## src/rtl/rog_pkg.sv

```systemverilog
// Shared types, constants and helpers for the radar occupancy grid update block.
// No dependencies; every other file in rtl/ except rog_grid_ram imports this package.

package rog_pkg;

  // Grid geometry. GRID_SIDE must be a power of two from 16 to 4096.
  localparam int GRID_SIDE  = 1024;
  localparam int SIDE_W     = $clog2(GRID_SIDE);
  localparam int ADDR_W     = 2 * SIDE_W;
  localparam int CELL_COUNT = GRID_SIDE * GRID_SIDE;

  // Echo samples per sector.
  localparam int MAX_ECHOES = 4096;
  localparam int IDX_W      = $clog2(MAX_ECHOES);
  localparam int CNT_W      = IDX_W + 1;

  // Field widths.
  localparam int OP_W     = 2;
  localparam int TRIG_W   = 16;
  localparam int STEP_W   = 16;
  localparam int INT_W    = 8;
  localparam int CELL_W   = 15;
  localparam int HIT_W    = 7;
  localparam int OCC_W    = 7;
  localparam int OUT_IDX_W = 20;
  localparam int IN_DATA_W  = 56;
  localparam int OUT_DATA_W = 32;

  // Echo arithmetic widths: range is Q20.8, range times Q1.15 gives Q.23.
  localparam int RANGE_W = IDX_W + STEP_W;
  localparam int PROD_W  = RANGE_W + 1 + TRIG_W;
  localparam int FRAC_W  = 23;
  localparam int COORD_W = PROD_W - FRAC_W;
  localparam int GX_W    = COORD_W + 1;
  localparam int HITP_W  = HIT_W + INT_W;
  localparam int INCN_W  = HITP_W + 8;
  localparam int RECIP_W = 24;
  localparam int RECIP_SH = 27;
  localparam int INCP_W  = INCN_W + RECIP_W;
  localparam int INC_W   = INCP_W - RECIP_SH;
  localparam int SUM_W   = INC_W + 1;

  // ceil(2^27 / 15): exact floor(n / 15) for any n below 2^23.
  localparam logic [RECIP_W-1:0] RECIP15 = 24'd8947849;

  localparam logic [CELL_W-1:0] CELL_MAX       = 15'd25600;
  localparam logic [INT_W-1:0]  HIT_THRESHOLD  = 8'd5;
  localparam logic [HIT_W-1:0]  HIT_INC_RESET  = 7'd15;
  localparam logic [CELL_W-1:0] DECAY_RESET    = 15'd51;

  // Operation codes carried in tuser.
  localparam logic [OP_W-1:0] OP_SECTOR = 2'd0;
  localparam logic [OP_W-1:0] OP_ECHO   = 2'd1;
  localparam logic [OP_W-1:0] OP_DECAY  = 2'd2;

  // Configuration register indexes.
  localparam logic CFG_HIT_INC = 1'b0;
  localparam logic CFG_DECAY   = 1'b1;

  // Commands from the controller to the datapath.
  typedef struct packed {
    logic clr_step;   // write zero at the clear pointer and advance it
    logic load_beam;  // capture cosine, sine and range step, zero the counter
    logic echo_start; // capture sample index and intensity, bump the counter
    logic e_mul1;     // range and raw increment products
    logic e_mul2;     // coordinate products and scaled increment
    logic e_addr;     // map to a cell and read it when on the grid
    logic e_write;    // saturating add and write back
    logic d_read;     // read the cell under the sweep pointer
    logic d_write;    // decay, write back, publish and advance the sweep
  } rog_cmd_t;

  // Status from the datapath to the controller.
  typedef struct packed {
    logic [OP_W-1:0] op;
    logic            cnt_full;
    logic            hot;
    logic            on_grid;
    logic            clr_last;
    logic            out_busy;
  } rog_sts_t;

  // Cell address to the published 20-bit index, truncated or zero-extended.
  function automatic logic [OUT_IDX_W-1:0] to_index(input logic [ADDR_W-1:0] a);
    logic [OUT_IDX_W-1:0] r;
    r = '0;
    for (int b = 0; b < OUT_IDX_W; b++) begin
      if (b < ADDR_W) begin
        r[b] = a[b];
      end
    end
    return r;
  endfunction

endpackage

```

## src/rtl/rog_ctrl.sv

```systemverilog
// Controller state machine of the occupancy grid block: clear pass, echo
// sequence and decay sequence. Depends on rog_pkg.

module rog_ctrl (
  input  logic              clk,
  input  logic              rst_n,
  input  logic              in_tvalid,
  output logic              in_tready,
  input  rog_pkg::rog_sts_t sts_i,
  output rog_pkg::rog_cmd_t cmd_o
);

  import rog_pkg::*;

  localparam logic [2:0] S_CLR  = 3'd0;
  localparam logic [2:0] S_IDLE = 3'd1;
  localparam logic [2:0] S_E1   = 3'd2;
  localparam logic [2:0] S_E2   = 3'd3;
  localparam logic [2:0] S_E3   = 3'd4;
  localparam logic [2:0] S_E4   = 3'd5;
  localparam logic [2:0] S_D2   = 3'd6;

  logic [2:0] state_r;
  logic [2:0] state_nxt;
  logic       accept;

  assign in_tready = (state_r == S_IDLE);
  assign accept    = in_tvalid && in_tready;

  always_comb begin
    state_nxt = state_r;
    cmd_o     = '0;
    case (state_r)
      S_CLR: begin
        cmd_o.clr_step = 1'b1;
        if (sts_i.clr_last) begin
          state_nxt = S_IDLE;
        end
      end
      S_IDLE: begin
        if (accept) begin
          case (sts_i.op)
            OP_SECTOR: cmd_o.load_beam = 1'b1;
            OP_ECHO: begin
              if (!sts_i.cnt_full) begin
                cmd_o.echo_start = 1'b1;
                if (sts_i.hot) begin
                  state_nxt = S_E1;
                end
              end
            end
            OP_DECAY: begin
              cmd_o.d_read = 1'b1;
              state_nxt    = S_D2;
            end
            default: state_nxt = S_IDLE;
          endcase
        end
      end
      S_E1: begin
        cmd_o.e_mul1 = 1'b1;
        state_nxt    = S_E2;
      end
      S_E2: begin
        cmd_o.e_mul2 = 1'b1;
        state_nxt    = S_E3;
      end
      S_E3: begin
        cmd_o.e_addr = 1'b1;
        state_nxt    = sts_i.on_grid ? S_E4 : S_IDLE;
      end
      S_E4: begin
        cmd_o.e_write = 1'b1;
        state_nxt     = S_IDLE;
      end
      S_D2: begin
        if (!sts_i.out_busy) begin
          cmd_o.d_write = 1'b1;
          state_nxt     = S_IDLE;
        end
      end
      default: state_nxt = S_IDLE;
    endcase
  end

  always_ff @(posedge clk) begin
    if (!rst_n) begin
      state_r <= S_CLR;
    end else begin
      state_r <= state_nxt;
    end
  end

  a_e4_after_e3: assert property (@(posedge clk) disable iff (!rst_n)
    (state_r == S_E4) |-> ($past(state_r) == S_E3))
    else $error("write-back reached without a cell lookup");

  a_clear_complete: assert property (@(posedge clk) disable iff (!rst_n)
    $fell(state_r == S_CLR) |-> $past(sts_i.clr_last))
    else $error("clear pass left before the last grid entry");

endmodule

```

## config.mk

```make
export PLATFORM = sky130hd
export DESIGN_NAME = rog_ctrl
export DESIGN_NICKNAME = d
export VERILOG_FILES = /design/src/rtl/rog_pkg.sv /design/src/rtl/rog_ctrl.sv
export SDC_FILE = /design/constraint.sdc
export NUM_CORES = 1
export LEC_CHECK = 0
export ABC_AREA = 0
export BUFFER_PORTS_ARGS = -buffer_cell sky130_fd_sc_hd__buf_2
export CAP_MARGIN = 20
export CORE_MARGIN = 2
export CORE_UTILIZATION = 24
export DETAILED_ROUTE_END_ITERATION = 7
export GPL_ROUTABILITY_DRIVEN = 0
export RECOVER_POWER = 25
export SLEW_MARGIN = 20
export SYNTH_ARGS = -nofsm -noshare
export SYNTH_HDL_FRONTEND = slang
export SYNTH_SLANG_ARGS = --single-unit
```

## constraint.sdc

```tcl
create_clock -name clk -period 1.1 [get_ports clk]
set_input_delay 0.11 -clock clk [delete_from_list [all_inputs] [get_ports clk]]
set_output_delay 0.11 -clock clk [all_outputs]
set_load 0.05 [all_outputs]
```

==> out/metrics.csv, run 1 <==
stage,metric,value,unit
clock_network,clkLatencyLatePin,0.24,ns
power,comb_power_share,53.2,%
timing,setup_tns,-2.11,ns
floorplan,ioPinCount,20,
setup_path,cp-start-kind,flop,
power,power_density,976,mW/mm^2
timing,hold_violations,0,
setup_path,crit_path_end_kind,primary output,
routing,antenna_left,0,
run_status,violations,negative setup slack,
clock_network,clk_pin_slew,0.04,ns
floorplan,initial_core_util,25.4,%
synthesis,yosys.area.top_type,dfxtp_1,
routing,wl_per_cell,11.2,um
setup_path,regToRegStartpoint,state_r[2],
timing,timing.hold.ws,0.141,ns
timing,fin_crit_sh,123,%
placed_design,io_buffers,19,
synthesis,yosys_warnings,0,
setup_path,r2r-end,state_r[0],
setup_path,worstSetupStartpoint,state_r[0],
floorplan,rows,14,
synthesis,synth_edf_count,0,
final_layout,n_antenna_cell,0,
global_routing,grt.overflow.total,0,
final_layout,fin_nets,90,
synthesis,netlist.area_leader.share,15.9,%
final_layout,area_growth,93.4,%
setup_path,critical_path_class,flop to primary output,
floorplan,die_w,43.7,um
final_layout,layout.cells.non_filler,92,
final_layout,reg_top3,state_r x3,
run_status,status,finished with violations,
power,pwr-share-seq,18.5,%
global_routing,grt_max_degree,8,
timing,rsz0062_at_grt,yes,
power,p_total,713,uW
routing,num_vias,408,
clock_network,cts_tree,yes,
routing,drc,0,
synthesis,syn_area,378,um^2
synthesis,avgSynthCellArea,9.00,um^2
routing,avgViaCountPerCell,4.43,
floorplan,dieArea,0.00191,mm^2
synthesis,netlist_top_cells_area,"dfxtp_1 16%, ha_1 9.9%, nor2b_4 7.3%",
clock_network,cts-htree-levels,1,
final_layout,regMostFlops,state_r,
floorplan,die_y,43.7,um
setup_path,cp_max_fo,4,
global_routing,antenna_found_initial,0,
synthesis,yosys-top-cells-count,"3 x and3_1, 3 x dfxtp_1, 3 x ha_1, 3 x inv_1, 3 x nor2_1",
min_path,min_to,state_r[2],
routing,first_pass_iters,1,
timing,finalSetupViolCount,13,
global_routing,grt_use_total,13.1,%
timing,worst_pin_slew,0.301,ns
global_routing,grtUsageMet2,20.6,%
setup_path,ff2ff_path_depth,5,
final_layout,final_util,49.1,%
setup_path,crit_required,0.99,ns
timing,skew,0.00295,ns
global_routing,grt_pass1_wl,1.76,mm
min_path,hp-class,input pin to flop,
placed_design,dpl.cell_count,83,
final_layout,design_area,731,um^2
global_routing,grtUsageMet3,2.08,%
clock_network,cts_buffers,3,
timing,layout_setup_ws,-0.258,ns
clock_network,cts_buffer_depth,2,
power,netSwitchingPower,267,uW
clock_network,clock-sinks,3,
clock_network,cts.root.buffer_cell,clkbuf_4,
floorplan,core_area,0.00149,mm^2
synthesis,synth_cell_types,25,
routing,wirelength,1.03,mm
min_path,worst_hold_path.num_cells,3,
synthesis,ys_async_sr_fraction,0,%
global_routing,first_global_vias,430,
synthesis,yosysSeqAreaShare,15.9,%
timing,fmax,736,MHz
timing,drv_slew,0,
power,pwr-share-clk,28.3,%
job,maxCapViolCount,0,
synthesis,synth_ff_type,dfxtp_1,
power,peakVddDrop,416,uV
routing,drt_iter0_drc,0,
timing,period_minus_slack,1.36,ns
setup_path,critPathArrivalTime,1.25,ns
global_routing,use_met1,13.6,%
global_routing,grt_busiest_layer,met2,
final_layout,largest_reg_flops,3,
setup_path,rrSetupSlack,-0.13,ns
synthesis,synth_cells,42,
placed_design,place_hpwl,729,um
placed_design,dp_slack,-0.107,ns
synthesis,synth.net_count,55,
placed_design,dpl_cell_area,547,um^2
power,switching_share,37.4,%
power,p_leak,0.355,nW
min_path,min_from,sts_i[2],
timing,slew-limit-headroom,79.9,%
final_layout,drive_above_1_share,76.3,%
power,p_int,447,uW
synthesis,synth-seq-cells,3,
==> how the worst max path moves through the flow <==
stage | end | slack [ns] | depth (start not counted)
after floorplan | cmd_o[1] | -0.45 | 3
after global placement | cmd_o[6] | -0.06 | 3
after detailed placement | state_r[1] | -0.11 | 7
after CTS | cmd_o[6] | -0.25 | 3
after global routing | cmd_o[6] | -0.32 | 3
final | cmd_o[6] | -0.26 | 3
==> worst max-delay path, cell delays in order (launching register included) <==
cell and delay (ns):
dfxtp_2 0.34, nor3b_4 0.25, and4b_4 0.27, buf_8 0.14
==> kinds of logic after synthesis <==
logic type               count (synthesis)  synth area share, %
buffers and inverters                    6                 14.2
flip-flops                               3                 15.9
AO/OA/AOI/OAI                            7                 10.9
multiplexers                             1                 2.65
AND/OR/NAND/NOR                         22                 46.4
adder cells (fa/ha/maj)                  3                 9.93
==> power by group through the flow <==
stage / Clock, mW / Combinational, mW / Sequential [mW]
floorplan: 0 / 0.210 / 0.129
global route: 0.217 / 0.406 / 0.132
global placement: 0 / 0.279 / 0.130
detailed placement: 0 / 0.283 / 0.131
finish: 0.202 / 0.380 / 0.132
CTS: 0.210 / 0.341 / 0.132
==> layout make-up <==
| cell class | count | area [um^2] |
|---|---|---|
| timing repair buffer | 33 | 287 |
| fill | 148 | 758 |
| inverter | 3 | 13.8 |
| clock buffer | 4 | 26.3 |
| tap | 16 | 20.0 |
| sequential | 3 | 63.8 |
| multi-input combinational | 33 | 320 |
==> layout by cell type, fill, tap and decap left out <==
| cell | Yosys | final |
|---|---|---|
| buf_4 | 0 | 11 |
| buf_2 | 0 | 10 |
| buf_6 | 2 | 7 |
| buf_8 | 0 | 5 |
| ha_1 | 3 | 3 |
| clkbuf_4 | 0 | 3 |
| dfxtp_2 | 0 | 3 |
| inv_1 | 3 | 2 |
| nor2b_4 | 2 | 2 |
| and2b_2 | 2 | 2 |
| nand2b_1 | 2 | 2 |
| a21oi_1 | 2 | 2 |
| nor3b_4 | 1 | 1 |
| nor3b_2 | 0 | 1 |
| and4b_4 | 0 | 1 |
| and2_4 | 0 | 1 |
| nand2_1 | 2 | 1 |
| nor2_2 | 0 | 1 |
| and3_4 | 0 | 1 |
| and3_2 | 0 | 1 |
| nand2_2 | 0 | 1 |
| nor2_4 | 0 | 1 |
| nor3_4 | 0 | 1 |
| mux2i_1 | 1 | 1 |
| inv_4 | 0 | 1 |
| o21ai_4 | 0 | 1 |
| nand4_1 | 1 | 1 |
| o31ai_2 | 0 | 1 |
| o21a_1 | 1 | 1 |
| o21ai_1 | 2 | 1 |
| and3_1 | 3 | 1 |
| nor3_2 | 1 | 1 |
| a31oi_1 | 1 | 1 |
| nor2_1 | 3 | 1 |
| nor4b_2 | 1 | 1 |
| clkbuf_1 | 0 | 1 |
==> timing repair <==
| action | CTS | global route |
|---|---|---|
| buffers inserted | 1 | 3 |
| hold buffers | 0 | 0 |
| endpoints found under the hold margin | 0 | 0 |
| pin swaps | 4 | 1 |
| endpoints found under the setup margin | 13 | 13 |
| resized for setup | 30 | 7 |
| gates cloned | 1 | 0 |
==> per-layer routing <==
metal	wire length, um	vias up
met3	54	2
met2	532	16
li1	-	215
met1	414	175
met4	27	0
met5	0	-
Note: power is estimated with default switching activity, not from simulation.
==> run 2, diff against run 1 <==
==> constraint.sdc (replaced) <==
create_clock -name clk -period 1.59 [get_ports clk]
set_input_delay 0.159 -clock clk [delete_from_list [all_inputs] [get_ports clk]]
set_output_delay 0.159 -clock clk [all_outputs]
set_load 0.05 [all_outputs]
==> run 2 against run 1 <==
Against the previous run: the run now ends clean; wire length decreased by 13%; final area is 29% lower; utilization is 14 points lower; register-to-register slack better by 0.43 ns; hold slack better by 0.045 ns.
==> out/metrics.csv, run 2 (synthesized netlist as in run 1, its figures left out) <==
stage,metric,value,unit
routing,first_pass_iters,4,
routing,antenna_left,0,
setup_path,cp_max_fo,8,
global_routing,grt_use_total,11.0,%
final_layout,largest_reg_flops,3,
clock_network,cts_buffer_depth,2,
clock_network,clkLatencyLatePin,0.23,ns
timing,worst_pin_slew,0.278,ns
clock_network,cts.root.buffer_cell,clkbuf_4,
timing,drv_slew,0,
placed_design,dpl.cell_count,75,
setup_path,crit_required,1.43,ns
routing,wl_per_cell,11.3,um
clock_network,cts_tree,yes,
routing,drt_iter0_drc,4,
global_routing,grt_max_degree,10,
power,p_total,396,uW
final_layout,fin_nets,77,
final_layout,multi_input_area,284,um^2
setup_path,cp-start-kind,flop,
setup_path,crit_path_end_kind,primary output,
routing,drc,0,
floorplan,core_area,0.00149,mm^2
min_path,hp-class,input pin to flop,
power,power_density,766,mW/mm^2
final_layout,regArea,65.1,um^2
setup_path,critical_path_class,flop to primary output,
job,maxCapViolCount,0,
power,peakVddDrop,249,uV
timing,layout_setup_ws,0.0861,ns
routing,wirelength,890,um
floorplan,initial_core_util,25.4,%
floorplan,dieArea,0.00191,mm^2
clock_network,clock-sinks,3,
clock_network,postCtsSetupRepairBufs,0,
final_layout,layout_commonest_cell,buf_2,
global_routing,antenna_found_initial,0,
final_layout,drive_above_1_share,60.3,%
run_status,status,completed,
power,p_leak,0.262,nW
final_layout,layout.cells.non_filler,79,
timing,period_minus_slack,1.50,ns
final_layout,regMostFlops,state_r,
final_layout,design_area,517,um^2
clock_network,cts-htree-levels,1,
routing,avgViaCountPerCell,4.63,
floorplan,rows,14,
timing,skew,0.00330,ns
final_layout,area_growth,36.8,%
placed_design,place_hpwl,679,um
clock_network,cts_buffers,3,
global_routing,grt.overflow.total,0,
final_layout,reg_top3,state_r x3,
clock_network,clk_pin_slew,0.04,ns
final_layout,mostFrequentLayoutCells,"15 x buf_2, 5 x clkbuf_4, 3 x inv_1, 3 x nor2_1, 3 x ha_1",
global_routing,first_global_vias,344,
routing,num_vias,366,
timing,rsz0062_at_grt,no,
placed_design,dp_slack,0.220,ns
floorplan,die_w,43.7,um
placed_design,io_buffers,19,
timing,slew-limit-headroom,81.5,%
timing,hold_violations,0,
global_routing,grt_pass1_wl,1.46,mm
timing,finalSetupViolCount,0,
setup_path,critPathArrivalTime,1.34,ns
timing,fmax,665,MHz
final_layout,nFillCells,156,
timing,fin_crit_sh,94.6,%
floorplan,ioPinCount,20,
placed_design,dpl_cell_area,480,um^2
floorplan,die_y,43.7,um
final_layout,n_antenna_cell,0,
[run 2: cell count changes in the layout (fill, tap and decap cells not counted), sizes merged]
cell / before / now
clkbuf: 4 / 7
buf: 33 / 17
[run 2: timing repair]
action	CTS	global route
pin swaps	0	0
hold buffers	0	0
hold endpoints to repair	0	0
gates resized for setup	1	3
endpoints found under the setup margin	1	3
[run 2: worst paths after layout]
check | start | to | slack, ns | cells after the start
setup / recovery | state_r[0] | cmd_o[6] | 0.09 | 3
hold / removal | sts_i[2] | state_r[2] | 0.19 | 3
setup reg to reg | state_r[1] | state_r[0] | 0.30 | 5
hold reg to reg | state_r[2] | state_r[1] | 0.65 | 1
[run 2: report_power, final]
part	switching (mW)	internal, mW
clock	0.0421	0.0942
sequential	0.0175	0.0834
combinational	0.0963	0.0624
[run 2: final cells by class]
type	instances	share of cell area (%)
well taps	16	3.87
inverters	3	2.18
flip-flops and latches	3	12.6
repair buffers	20	21.3
clock buffers	4	5.08
multi-input cells	33	55.0
[run 2: per-layer routing]
metal,share of wire [%],global-route usage (%)
met2,50,18.8
met1,38,10.6
met4,4.2,10.9
met3,7.8,2.08
met5,0,0
[run 2: stage by stage]
step | hold WS, ns | util [%] | TNS, ns
floorplan | 0.325 | - | -0.0353
global placement | 0.417 | 32.3 | 0
detailed placement | 0.419 | 32.3 | 0
CTS | 0.183 | 34.2 | 0
global route | 0.215 | 34.7 | 0
finish | 0.186 | 34.7 | 0
[run 2: critical path, stage by stage, from the launching register on]
cell and delay (ns):
dfxtp_4 0.39, nor3b_4 0.27, and4b_4 0.25, buf_4 0.19
